<file path="src/lrupr_pkg.sv">
`default_nettype none

package lrupr_pkg;

    localparam int unsigned MAX_PAGES  = 128;
    localparam int unsigned MAX_FRAMES = 16;
    localparam int unsigned NUM_BLOCKS = 64;
    localparam int unsigned PAGE_SIZE  = 4132;

    localparam int unsigned ADDR_W  = 20;
    localparam int unsigned PAGE_W  = 8;
    localparam int unsigned PIDX_W  = $clog2(MAX_PAGES);
    localparam int unsigned NPG_W   = 8;
    localparam int unsigned NFR_W   = 5;
    localparam int unsigned POS_W   = $clog2(MAX_FRAMES);
    localparam int unsigned OCC_W   = $clog2(MAX_FRAMES + 1);
    localparam int unsigned BLK_W   = 6;
    localparam int unsigned EVP_W   = 7;
    localparam int unsigned CNT_W   = 32;
    localparam int unsigned CFG_W   = 64;
    localparam int unsigned CFG_IDX_W = 2;

    // page = addr / PAGE_SIZE via reciprocal, one correction step
    localparam int unsigned DIV_SHIFT = 26;
    localparam longint unsigned DIV_RECIP = (64'd1 << DIV_SHIFT) / PAGE_SIZE;
    localparam int unsigned RECIP_W = $clog2(DIV_RECIP + 1);
    localparam int unsigned PROD_W  = ADDR_W + RECIP_W;

    // block map scanned in groups
    localparam int unsigned GRP    = 8;
    localparam int unsigned NGRP   = (NUM_BLOCKS + GRP - 1) / GRP;
    localparam int unsigned GIDX_W = $clog2(GRP);

    localparam logic [CFG_IDX_W-1:0] CFG_NUM_PAGES  = CFG_IDX_W'(0);
    localparam logic [CFG_IDX_W-1:0] CFG_NUM_FRAMES = CFG_IDX_W'(1);
    localparam logic [CFG_IDX_W-1:0] CFG_BLOCK_MAP  = CFG_IDX_W'(2);

    typedef enum logic [1:0] {
        LST_NONE   = 2'd0,
        LST_MOVE   = 2'd1,
        LST_APPEND = 2'd2
    } lst_op_t;

    typedef struct packed {
        lst_op_t               op;
        logic [POS_W-1:0]      pos;
        logic [PIDX_W-1:0]     page;
    } lst_ctl_t;

    typedef struct packed {
        logic                  found;
        logic [POS_W-1:0]      pos;
        logic [PIDX_W-1:0]     oldest;
        logic [OCC_W-1:0]      occ;
    } lst_sts_t;

endpackage

`default_nettype wire

</file>
<file path="src/lrupr_in_if.sv">
`default_nettype none

interface lrupr_in_if;
    import lrupr_pkg::*;

    logic              valid;
    logic              ready;
    logic [ADDR_W-1:0] address;

    modport source (output valid, output address, input ready);
    modport sink   (input valid, input address, output ready);
endinterface

`default_nettype wire

</file>
<file path="src/lrupr_out_if.sv">
`default_nettype none

interface lrupr_out_if;
    import lrupr_pkg::*;

    logic              valid;
    logic              ready;
    logic              out_of_range;
    logic              hit;
    logic [PAGE_W-1:0] page_number;
    logic [BLK_W-1:0]  block;
    logic              evicted_valid;
    logic [EVP_W-1:0]  evicted_page;
    logic              no_free_block;
    logic [CNT_W-1:0]  fault_count;

    modport source (output valid, output out_of_range, output hit, output page_number,
                    output block, output evicted_valid, output evicted_page,
                    output no_free_block, output fault_count, input ready);
    modport sink   (input valid, input out_of_range, input hit, input page_number,
                    input block, input evicted_valid, input evicted_page,
                    input no_free_block, input fault_count, output ready);
endinterface

`default_nettype wire

</file>
<file path="src/lru_page_replacement.sv">
// LRU page replacement unit. Each transfer on req carries one byte address; the unit
// divides it by the page size, checks the page against num_pages and then either
// refreshes a resident page, fills a free frame from the lowest free block of the
// 64-block map, or evicts the least recent page and reuses its block. One address
// goes from transfer to result in four steps: the reciprocal multiply, the quotient
// correction with a grouped scan of the block map, one read of the page-to-block
// memory, and the update of the recency list, valid bits, map and fault counter.
// Those four steps run under a small sequencer, so req is ready only in the idle
// step. The result sits in an output register on rsp; the next address is taken
// while it waits, and the update step holds until that register is free.
// Configuration writes land in the cycle of the write; a block map write replaces
// the usage map at once.
`default_nettype none

module lru_page_replacement (
    input  wire logic                            clk,
    input  wire logic                            rst_n,
    lrupr_in_if.sink                             req,
    lrupr_out_if.source                          rsp,
    input  wire logic                            cfg_we,
    input  wire logic [lrupr_pkg::CFG_IDX_W-1:0] cfg_index,
    input  wire logic [lrupr_pkg::CFG_W-1:0]     cfg_data
);
    import lrupr_pkg::*;

    typedef enum logic [3:0] {
        ST_IDLE = 4'b0001,
        ST_DIV  = 4'b0010,
        ST_LOOK = 4'b0100,
        ST_UPD  = 4'b1000
    } state_t;

    state_t state_reg, state_next;

    logic [NPG_W-1:0]      num_pages_reg;
    logic [NFR_W-1:0]      num_frames_reg;
    logic [NUM_BLOCKS-1:0] block_used_reg;
    logic [NUM_BLOCKS-1:0] block_used_next;
    logic [MAX_PAGES-1:0]  page_valid_reg;
    logic [MAX_PAGES-1:0]  page_valid_next;
    logic [CNT_W-1:0]      faults_reg;
    logic [CNT_W-1:0]      faults_next;

    logic [PAGE_W-1:0]     div_page;
    logic [PAGE_W-1:0]     page_reg;
    logic [PIDX_W-1:0]     pidx;

    logic                  grp_any_reg [NGRP];
    logic [GIDX_W-1:0]     grp_idx_reg [NGRP];
    logic                  grp_any_c   [NGRP];
    logic [GIDX_W-1:0]     grp_idx_c   [NGRP];
    logic [BLK_W-1:0]      free_blk_reg;
    logic [BLK_W-1:0]      free_blk_c;
    logic                  nofree_reg;
    logic                  nofree_c;

    logic [BLK_W-1:0]      page_block_mem [MAX_PAGES];
    logic [PIDX_W-1:0]     rd_addr;
    logic [BLK_W-1:0]      rd_reg;

    lst_ctl_t              lst_ctl;
    lst_sts_t              lst_sts;

    logic                  accept;
    logic                  upd_go;
    logic                  oor;
    logic                  full;
    logic [OCC_W-1:0]      cap;
    logic                  mem_we;

    logic                  res_oor, res_hit, res_ev, res_nofree;
    logic [BLK_W-1:0]      res_blk;
    logic [EVP_W-1:0]      res_evp;

    logic                  out_valid_reg;
    logic                  out_oor_reg, out_hit_reg, out_ev_reg, out_nofree_reg;
    logic [PAGE_W-1:0]     out_page_reg;
    logic [BLK_W-1:0]      out_blk_reg;
    logic [EVP_W-1:0]      out_evp_reg;

    assign accept    = req.valid && req.ready;
    assign req.ready = (state_reg == ST_IDLE);
    assign upd_go    = (state_reg == ST_UPD) && (!out_valid_reg || rsp.ready);
    assign pidx      = page_reg[PIDX_W-1:0];

    lrupr_div u_div (
        .clk     (clk),
        .start   (accept),
        .address (req.address),
        .page    (div_page)
    );

    lrupr_list u_list (
        .clk   (clk),
        .rst_n (rst_n),
        .ctl   (lst_ctl),
        .sts   (lst_sts)
    );

    always_comb
    begin
        state_next = state_reg;
        unique case (state_reg)
            ST_IDLE: if (accept) state_next = ST_DIV;
            ST_DIV:  state_next = ST_LOOK;
            ST_LOOK: state_next = ST_UPD;
            ST_UPD:  if (upd_go) state_next = ST_IDLE;
            default: state_next = ST_IDLE;
        endcase
    end

    // first free block inside each group of the map
    always_comb
    begin
        for (int g = 0; g < NGRP; g++)
        begin
            grp_any_c[g] = 1'b0;
            grp_idx_c[g] = '0;
            for (int b = GRP - 1; b >= 0; b--)
            begin
                if (g * GRP + b < NUM_BLOCKS && !block_used_reg[g * GRP + b])
                begin
                    grp_any_c[g] = 1'b1;
                    grp_idx_c[g] = GIDX_W'(b);
                end
            end
        end
    end

    // lowest group with a free block
    always_comb
    begin
        nofree_c   = 1'b1;
        free_blk_c = '0;
        for (int g = NGRP - 1; g >= 0; g--)
        begin
            if (grp_any_reg[g])
            begin
                nofree_c   = 1'b0;
                free_blk_c = BLK_W'(g * GRP) | BLK_W'(grp_idx_reg[g]);
            end
        end
    end

    always_comb
    begin
        oor = ({1'b0, page_reg} >= (PAGE_W + 1)'(num_pages_reg))
              || ({1'b0, page_reg} >= (PAGE_W + 1)'(MAX_PAGES));
        if (num_frames_reg == '0)
            cap = OCC_W'(1);
        else if (int'(num_frames_reg) > MAX_FRAMES)
            cap = OCC_W'(MAX_FRAMES);
        else
            cap = OCC_W'(num_frames_reg);
        full    = lst_sts.occ >= cap;
        rd_addr = page_valid_reg[pidx] ? pidx : lst_sts.oldest;
    end

    always_comb
    begin
        res_oor         = 1'b0;
        res_hit         = 1'b0;
        res_ev          = 1'b0;
        res_evp         = '0;
        res_nofree      = 1'b0;
        res_blk         = '0;
        mem_we          = 1'b0;
        block_used_next = block_used_reg;
        page_valid_next = page_valid_reg;
        faults_next     = faults_reg;
        lst_ctl.op      = LST_NONE;
        lst_ctl.pos     = lst_sts.pos;
        lst_ctl.page    = pidx;

        if (oor)
        begin
            res_oor = 1'b1;
        end
        else if (page_valid_reg[pidx])
        begin
            res_hit = 1'b1;
            res_blk = rd_reg;
            if (lst_sts.found)
                lst_ctl.op = LST_MOVE;
        end
        else
        begin
            if (faults_reg != '1)
                faults_next = faults_reg + 1'b1;
            if (!full)
            begin
                res_nofree      = nofree_reg;
                res_blk         = nofree_reg ? '0 : free_blk_reg;
                block_used_next = block_used_reg | (NUM_BLOCKS'(1) << res_blk);
                lst_ctl.op      = LST_APPEND;
            end
            else
            begin
                res_ev  = 1'b1;
                res_evp = EVP_W'(lst_sts.oldest);
                res_blk = rd_reg;
                page_valid_next[lst_sts.oldest] = 1'b0;
                lst_ctl.op  = LST_MOVE;
                lst_ctl.pos = '0;
            end
            page_valid_next[pidx] = 1'b1;
            mem_we = 1'b1;
        end

        if (!upd_go)
        begin
            lst_ctl.op = LST_NONE;
            mem_we     = 1'b0;
        end
    end

    always_ff @(posedge clk)
    begin
        if (mem_we)
            page_block_mem[pidx] <= res_blk;
        if (state_reg == ST_LOOK)
            rd_reg <= page_block_mem[rd_addr];
    end

    always_ff @(posedge clk)
    begin
        if (state_reg == ST_DIV)
        begin
            page_reg <= div_page;
            for (int g = 0; g < NGRP; g++)
            begin
                grp_any_reg[g] <= grp_any_c[g];
                grp_idx_reg[g] <= grp_idx_c[g];
            end
        end
        if (state_reg == ST_LOOK)
        begin
            free_blk_reg <= free_blk_c;
            nofree_reg   <= nofree_c;
        end
        if (upd_go)
        begin
            out_oor_reg    <= res_oor;
            out_hit_reg    <= res_hit;
            out_page_reg   <= page_reg;
            out_blk_reg    <= res_blk;
            out_ev_reg     <= res_ev;
            out_evp_reg    <= res_evp;
            out_nofree_reg <= res_nofree;
        end
    end

    always_ff @(posedge clk or negedge rst_n)
    begin
        if (!rst_n)
        begin
            state_reg      <= ST_IDLE;
            num_pages_reg  <= NPG_W'(MAX_PAGES);
            num_frames_reg <= NFR_W'(4);
            block_used_reg <= '0;
            page_valid_reg <= '0;
            faults_reg     <= '0;
            out_valid_reg  <= 1'b0;
        end
        else
        begin
            state_reg <= state_next;
            if (cfg_we && cfg_index == CFG_NUM_PAGES)
                num_pages_reg <= NPG_W'(cfg_data);
            if (cfg_we && cfg_index == CFG_NUM_FRAMES)
                num_frames_reg <= NFR_W'(cfg_data);
            if (cfg_we && cfg_index == CFG_BLOCK_MAP)
                block_used_reg <= NUM_BLOCKS'(cfg_data);
            else if (upd_go)
                block_used_reg <= block_used_next;
            if (upd_go)
            begin
                page_valid_reg <= page_valid_next;
                faults_reg     <= faults_next;
            end
            if (upd_go)
                out_valid_reg <= 1'b1;
            else if (rsp.ready)
                out_valid_reg <= 1'b0;
        end
    end

    assign rsp.valid         = out_valid_reg;
    assign rsp.out_of_range  = out_oor_reg;
    assign rsp.hit           = out_hit_reg;
    assign rsp.page_number   = out_page_reg;
    assign rsp.block         = out_blk_reg;
    assign rsp.evicted_valid = out_ev_reg;
    assign rsp.evicted_page  = out_evp_reg;
    assign rsp.no_free_block = out_nofree_reg;
    assign rsp.fault_count   = faults_reg;

endmodule

`default_nettype wire

</file>
<file path="src/lrupr_div.sv">
`default_nettype none

module lrupr_div (
    input  wire logic                         clk,
    input  wire logic                         start,
    input  wire logic [lrupr_pkg::ADDR_W-1:0] address,
    output logic      [lrupr_pkg::PAGE_W-1:0] page
);
    import lrupr_pkg::*;

    logic [PROD_W-1:0] prod_reg;
    logic [ADDR_W-1:0] addr_reg;
    logic [PAGE_W-1:0] q0;
    logic [ADDR_W-1:0] rem;

    always_ff @(posedge clk)
    begin
        if (start)
        begin
            prod_reg <= PROD_W'(address) * PROD_W'(DIV_RECIP);
            addr_reg <= address;
        end
    end

    // estimate is exact or one low
    always_comb
    begin
        q0   = PAGE_W'(prod_reg >> DIV_SHIFT);
        rem  = addr_reg - ADDR_W'(q0 * PAGE_SIZE);
        page = q0 + PAGE_W'(rem >= ADDR_W'(PAGE_SIZE));
    end

endmodule

`default_nettype wire

</file>
<file path="src/lrupr_list.sv">
`default_nettype none

module lrupr_list (
    input  wire logic                clk,
    input  wire logic                rst_n,
    input  wire lrupr_pkg::lst_ctl_t ctl,
    output lrupr_pkg::lst_sts_t      sts
);
    import lrupr_pkg::*;

    logic [PIDX_W-1:0] list_reg  [MAX_FRAMES];
    logic [PIDX_W-1:0] list_next [MAX_FRAMES];
    logic [OCC_W-1:0]  occ_reg;
    logic [OCC_W-1:0]  occ_next;

    // lowest matching slot among the occupied ones
    always_comb
    begin
        sts.found  = 1'b0;
        sts.pos    = '0;
        for (int i = MAX_FRAMES - 1; i >= 0; i--)
        begin
            if (OCC_W'(i) < occ_reg && list_reg[i] == ctl.page)
            begin
                sts.found = 1'b1;
                sts.pos   = POS_W'(i);
            end
        end
        sts.oldest = list_reg[0];
        sts.occ    = occ_reg;
    end

    // move: close the gap at pos and put the page at the newest end; append: add it after the newest
    always_comb
    begin
        occ_next = occ_reg;
        for (int i = 0; i < MAX_FRAMES; i++)
        begin
            list_next[i] = list_reg[i];
            unique case (ctl.op)
                LST_MOVE:
                begin
                    if (OCC_W'(i) + 1'b1 == occ_reg)
                        list_next[i] = ctl.page;
                    else if (POS_W'(i) >= ctl.pos && OCC_W'(i) + 1'b1 < occ_reg)
                        list_next[i] = list_reg[(i + 1) % MAX_FRAMES];
                end
                LST_APPEND:
                begin
                    if (OCC_W'(i) == occ_reg)
                        list_next[i] = ctl.page;
                end
                default:
                begin
                end
            endcase
        end
        if (ctl.op == LST_APPEND)
            occ_next = occ_reg + 1'b1;
    end

    always_ff @(posedge clk or negedge rst_n)
    begin
        if (!rst_n)
            occ_reg <= '0;
        else
            occ_reg <= occ_next;
    end

    always_ff @(posedge clk)
    begin
        for (int i = 0; i < MAX_FRAMES; i++)
            list_reg[i] <= list_next[i];
    end

endmodule

`default_nettype wire

</file>
<file path="src/flat_wrapper.sv">
// flat-port wrapper written by rule: the top's interface ports become plain ports
module lru_page_replacement_flat import lrupr_pkg::*;
  (clk, rst_n, cfg_we, cfg_index, cfg_data, req_valid, req_address, req_ready, rsp_valid, rsp_out_of_range, rsp_hit, rsp_page_number, rsp_block, rsp_evicted_valid, rsp_evicted_page, rsp_no_free_block, rsp_fault_count, rsp_ready);
  lrupr_in_if req_i ();
  lrupr_out_if rsp_i ();
  input  wire logic clk;
  input  wire logic rst_n;
  input  wire logic cfg_we;
  input  wire logic [lrupr_pkg::CFG_IDX_W-1:0] cfg_index;
  input  wire logic [lrupr_pkg::CFG_W-1:0] cfg_data;
  input wire logic [$bits(req_i.valid)-1:0] req_valid;
  input wire logic [$bits(req_i.address)-1:0] req_address;
  output wire logic [$bits(req_i.ready)-1:0] req_ready;
  output wire logic [$bits(rsp_i.valid)-1:0] rsp_valid;
  output wire logic [$bits(rsp_i.out_of_range)-1:0] rsp_out_of_range;
  output wire logic [$bits(rsp_i.hit)-1:0] rsp_hit;
  output wire logic [$bits(rsp_i.page_number)-1:0] rsp_page_number;
  output wire logic [$bits(rsp_i.block)-1:0] rsp_block;
  output wire logic [$bits(rsp_i.evicted_valid)-1:0] rsp_evicted_valid;
  output wire logic [$bits(rsp_i.evicted_page)-1:0] rsp_evicted_page;
  output wire logic [$bits(rsp_i.no_free_block)-1:0] rsp_no_free_block;
  output wire logic [$bits(rsp_i.fault_count)-1:0] rsp_fault_count;
  input wire logic [$bits(rsp_i.ready)-1:0] rsp_ready;
  assign req_i.valid = req_valid;
  assign req_i.address = req_address;
  assign req_ready = req_i.ready;
  assign rsp_valid = rsp_i.valid;
  assign rsp_out_of_range = rsp_i.out_of_range;
  assign rsp_hit = rsp_i.hit;
  assign rsp_page_number = rsp_i.page_number;
  assign rsp_block = rsp_i.block;
  assign rsp_evicted_valid = rsp_i.evicted_valid;
  assign rsp_evicted_page = rsp_i.evicted_page;
  assign rsp_no_free_block = rsp_i.no_free_block;
  assign rsp_fault_count = rsp_i.fault_count;
  assign rsp_i.ready = rsp_ready;
  lru_page_replacement u_core (.clk(clk), .rst_n(rst_n), .req(req_i), .rsp(rsp_i), .cfg_we(cfg_we), .cfg_index(cfg_index), .cfg_data(cfg_data));
endmodule
</file>
<file path="config.mk">
export PLATFORM = sky130hd
export DESIGN_NAME = lru_page_replacement_flat
export DESIGN_NICKNAME = d
export VERILOG_FILES = /design/src/lrupr_pkg.sv /design/src/lrupr_in_if.sv /design/src/lrupr_out_if.sv /design/src/lru_page_replacement.sv /design/src/lrupr_div.sv /design/src/lrupr_list.sv /design/src/flat_wrapper.sv
export SDC_FILE = /design/constraint.sdc
export NUM_CORES = 2
export LEC_CHECK = 0
export BUFFER_PORTS_ARGS = -buffer_cell sky130_fd_sc_hd__buf_4
export CAP_MARGIN = 10
export CELL_PAD_IN_SITES_DETAIL_PLACEMENT = 2
export CELL_PAD_IN_SITES_GLOBAL_PLACEMENT = 2
export CORE_MARGIN = 2
export CORE_UTILIZATION = 49
export DETAILED_ROUTE_END_ITERATION = 6
export PLACE_DENSITY_LB_ADDON = 0.15
export SYNTH_ARGS = -nofsm -noshare
export SYNTH_HDL_FRONTEND = slang
export SYNTH_SLANG_ARGS = --single-unit
</file>
<file path="constraint.sdc">
create_clock -name clk -period 11.7 [get_ports clk]
set_input_delay 3.51 -clock clk [delete_from_list [all_inputs] [get_ports clk]]
set_output_delay 3.51 -clock clk [all_outputs]
set_load 0.02 [all_outputs]
</file>
==> reports/metrics.yaml <==
synth:
  synthFlopType: "edfxtp_1"
  synth-edff-count: 984
  yosys_warnings: 0
  ys_types: 75
  postSynth.asyncResetShare: 0.2006
  yosysSeqAreaShare: 0.5909
  synthesis.nets: 4856
  synth_area_leaders: "edfxtp_1, dfrtp_1, mux2i_1"
  yosysMostFrequentCell: "edfxtp_1"
  synth_cells: 4474
  syn_avg_cell_area_sq_um: 13.52
  syn-cell-area_sq_mm: 0.06047
  yosys-top-cells-count: "edfxtp_1, mux2i_1, nand2_1, nor2_1, dfrtp_1"
  synth_top_area_cell: "edfxtp_1"
  synth_top_cell_area_share: 0.4887
  synth_seq_cells: 1231
cts:
  cts_buffers: 137
  path_clk_slew_ps: 60
  insertion_delay_ps: 810
  post_cts_buffers: 0
  cts_resized: 0
  cts_tree: "built"
  cts_max_level: 4
  ctsLongestPathBuffers: 3
  clkSinkCount: 1231
  holdBufCountCts: 0
  cts_root_buffer: "clkbuf_16"
power_and_ir_drop:
  seqPwrFrac: 0.396
  max-vdd-ir-drop_uv: 182.1
  internal_power_mw: 8.771
  p_per_area_mw_per_mm2: 192.1
  p_leak_nw: 25.56
  pwr-share-clk: 0.334
  p_sw_frac: 0.3254
  power.switching_mw: 4.231
  pwr-share-comb: 0.270
worst_setup_path:
  cp_max_fo: 8
  worst_setup_path_start_kind: "input pin"
  crit_path_end_kind: "register"
  critPathRequiredTime_ps: 12230
  reg2regPathDepth: 12
  cp.arrival_ps: 9180
  critPathKind: "in -> reg"
timing:
  fin_crit_sh: 0.7389
  rsz0062_at_grt: "no"
  finalClockSkew_ps: 42.81
  fin_crit_ps: 8646
  hold_viol: 0
  setup_tns_ps: 0
  timing.slew.headroom: 0.1246
  fmax_ghz: 0.1157
  worstMarginPinSlew_ps: 1313
  setup_viol: 0
  slew_viol_final: 0
placement:
  numPortBuffers: 149
  dpl.cell_count: 6082
  placed_area_sq_mm: 0.06333
  globalplace.congestion: 0.8202
  post-dp-hpwl_mm: 133.0
final_layout:
  final_core_util: 0.5539
  largest_reg_flops: 768
  stdcell_area_sq_mm: 0.06769
  antennaDiodeCount: 0
  area_growth_syn_to_layout_pct: 11.94
  fin_nets: 4980
  layout-drive-gt1-share: 0.1387
  stdcell_count: 6334
grt:
  grt_max_degree: 147
  grt_pass1_wl_mm: 311.3
  grt_pass1_vias: 45060
  antenna_found_initial: 2
  grt.total_usage: 0.3336
  grt_overflow: 0
die:
  coreArea_sq_mm: 0.1222
  die-area_sq_mm: 0.1262
  initial_core_util: 0.4948
  fp.dieW_um: 355.3
  die_h_um: 355.3
  io_pins: 150
  rows: 128
run_status:
  outcome: "finished clean"
route:
  viasPerCell: 6.312
  drc: 0
  vias: 39980
  routed_wl_mm: 209.4
  drt_iter0_drc: 3629
  antenna_left: 0
  wl_per_cell_um: 33.07
  drt-pass1-iter-count: 5
worst_hold_path:
  hold_path.class: "reg -> reg"
  holdPathStages: 1
flow_run:
  cap_violations: 0
## layout make-up
type | instances | area, sq um
clock inverter | 53 | 509.2
inverter | 160 | 600.6
multi-input combinational | 2846 | 23230
fill | 11020 | 54510
sequential | 1231 | 35730
clock buffer | 197 | 3840
tap | 1625 | 2033
timing repair buffer | 222 | 1744
## worst max-delay path, stage by stage
cell	delay, ps
buf_4	160
fa_1	580
fa_1	580
inv_1	60
fa_1	550
inv_1	60
fa_1	520
fa_1	600
fa_1	450
ha_1	250
a21o_1	180
a211o_1	320
a311oi_1	440
o211ai_1	280
nand3_1	170
nand3b_1	130
a21oi_1	230
xnor2_1	90
## per-layer routing
| layer | vias up | track usage | routed length (um) |
|---|---|---|---|
| li1 | 16860 | - | - |
| met1 | 21270 | 0.4165 | 83070 |
| met2 | 1391 | 0.5881 | 108300 |
| met3 | 450 | 0.04626 | 10080 |
| met4 | 2 | 0.1269 | 7936 |
| met5 | - | 0 | 16 |
## layout by cell type, fill, tap and decap left out, drive strengths merged, types with 168 or more instances in the layout
cell type	instances
buf	222
clkbuf	197
dfrtp	244
edfxtp	984
ha	172
inv	168
mux2	234
mux2i	544
nand2	368
nor2	286
## cell families after synthesis
group / synth area share
flip-flops: 0.5909
AND/OR/NAND/NOR: 0.07304
multiplexers: 0.1336
AO/OA/AOI/OAI: 0.07263
buffers and inverters: 0.02841
adder cells (fa/ha/maj): 0.07499
XOR/XNOR: 0.02636
## metrics by stage
stage / hold WS, ps / setup slack, ps / power (mW)
after floorplan: 420.6 / 3109 / 7.463
after global placement: 469.6 / 2436 / 8.334
after detailed placement: 474.9 / 2262 / 8.662
after CTS: 493.8 / 3056 / 13.07
after global routing: 503.2 / 2765 / 13.58
final: 493.4 / 3054 / 13.00
## power groups by stage
stage | Clock [mW] | Combinational [mW] | Sequential, mW
3_5_place_dp | 0 | 3.43 | 5.23
5_1_grt | 4.51 | 3.91 | 5.16
2_1_floorplan | 0 | 2.29 | 5.17
6_report | 4.35 | 3.51 | 5.15
4_1_cts | 4.38 | 3.54 | 5.15
3_3_place_gp | 0 | 3.12 | 5.22
## worst paths after layout
check                                                      startpoint                                    end  slack (ps)
worst max-delay path                                   req_address[4]    u_core.u_div.prod_reg[32]$_DFFE_PP_        3050
worst min-delay path            u_core.page_valid_reg[64]$_DFFE_PN0P_  u_core.page_valid_reg[64]$_DFFE_PN0P_         490
worst max register to register           u_core.page_reg[1]$_DFFE_PN_             u_core.rd_reg[3]$_DFFE_PP_        3810
worst min register to register  u_core.page_valid_reg[64]$_DFFE_PN0P_  u_core.page_valid_reg[64]$_DFFE_PN0P_         490
max in group asynchronous                                       rst_n  u_core.page_valid_reg[76]$_DFFE_PN0P_        7600
min in group asynchronous                                       rst_n        u_core.state_reg[3]$_DFFE_PN0P_        2770
Note: power is estimated with default switching activity, not from simulation.
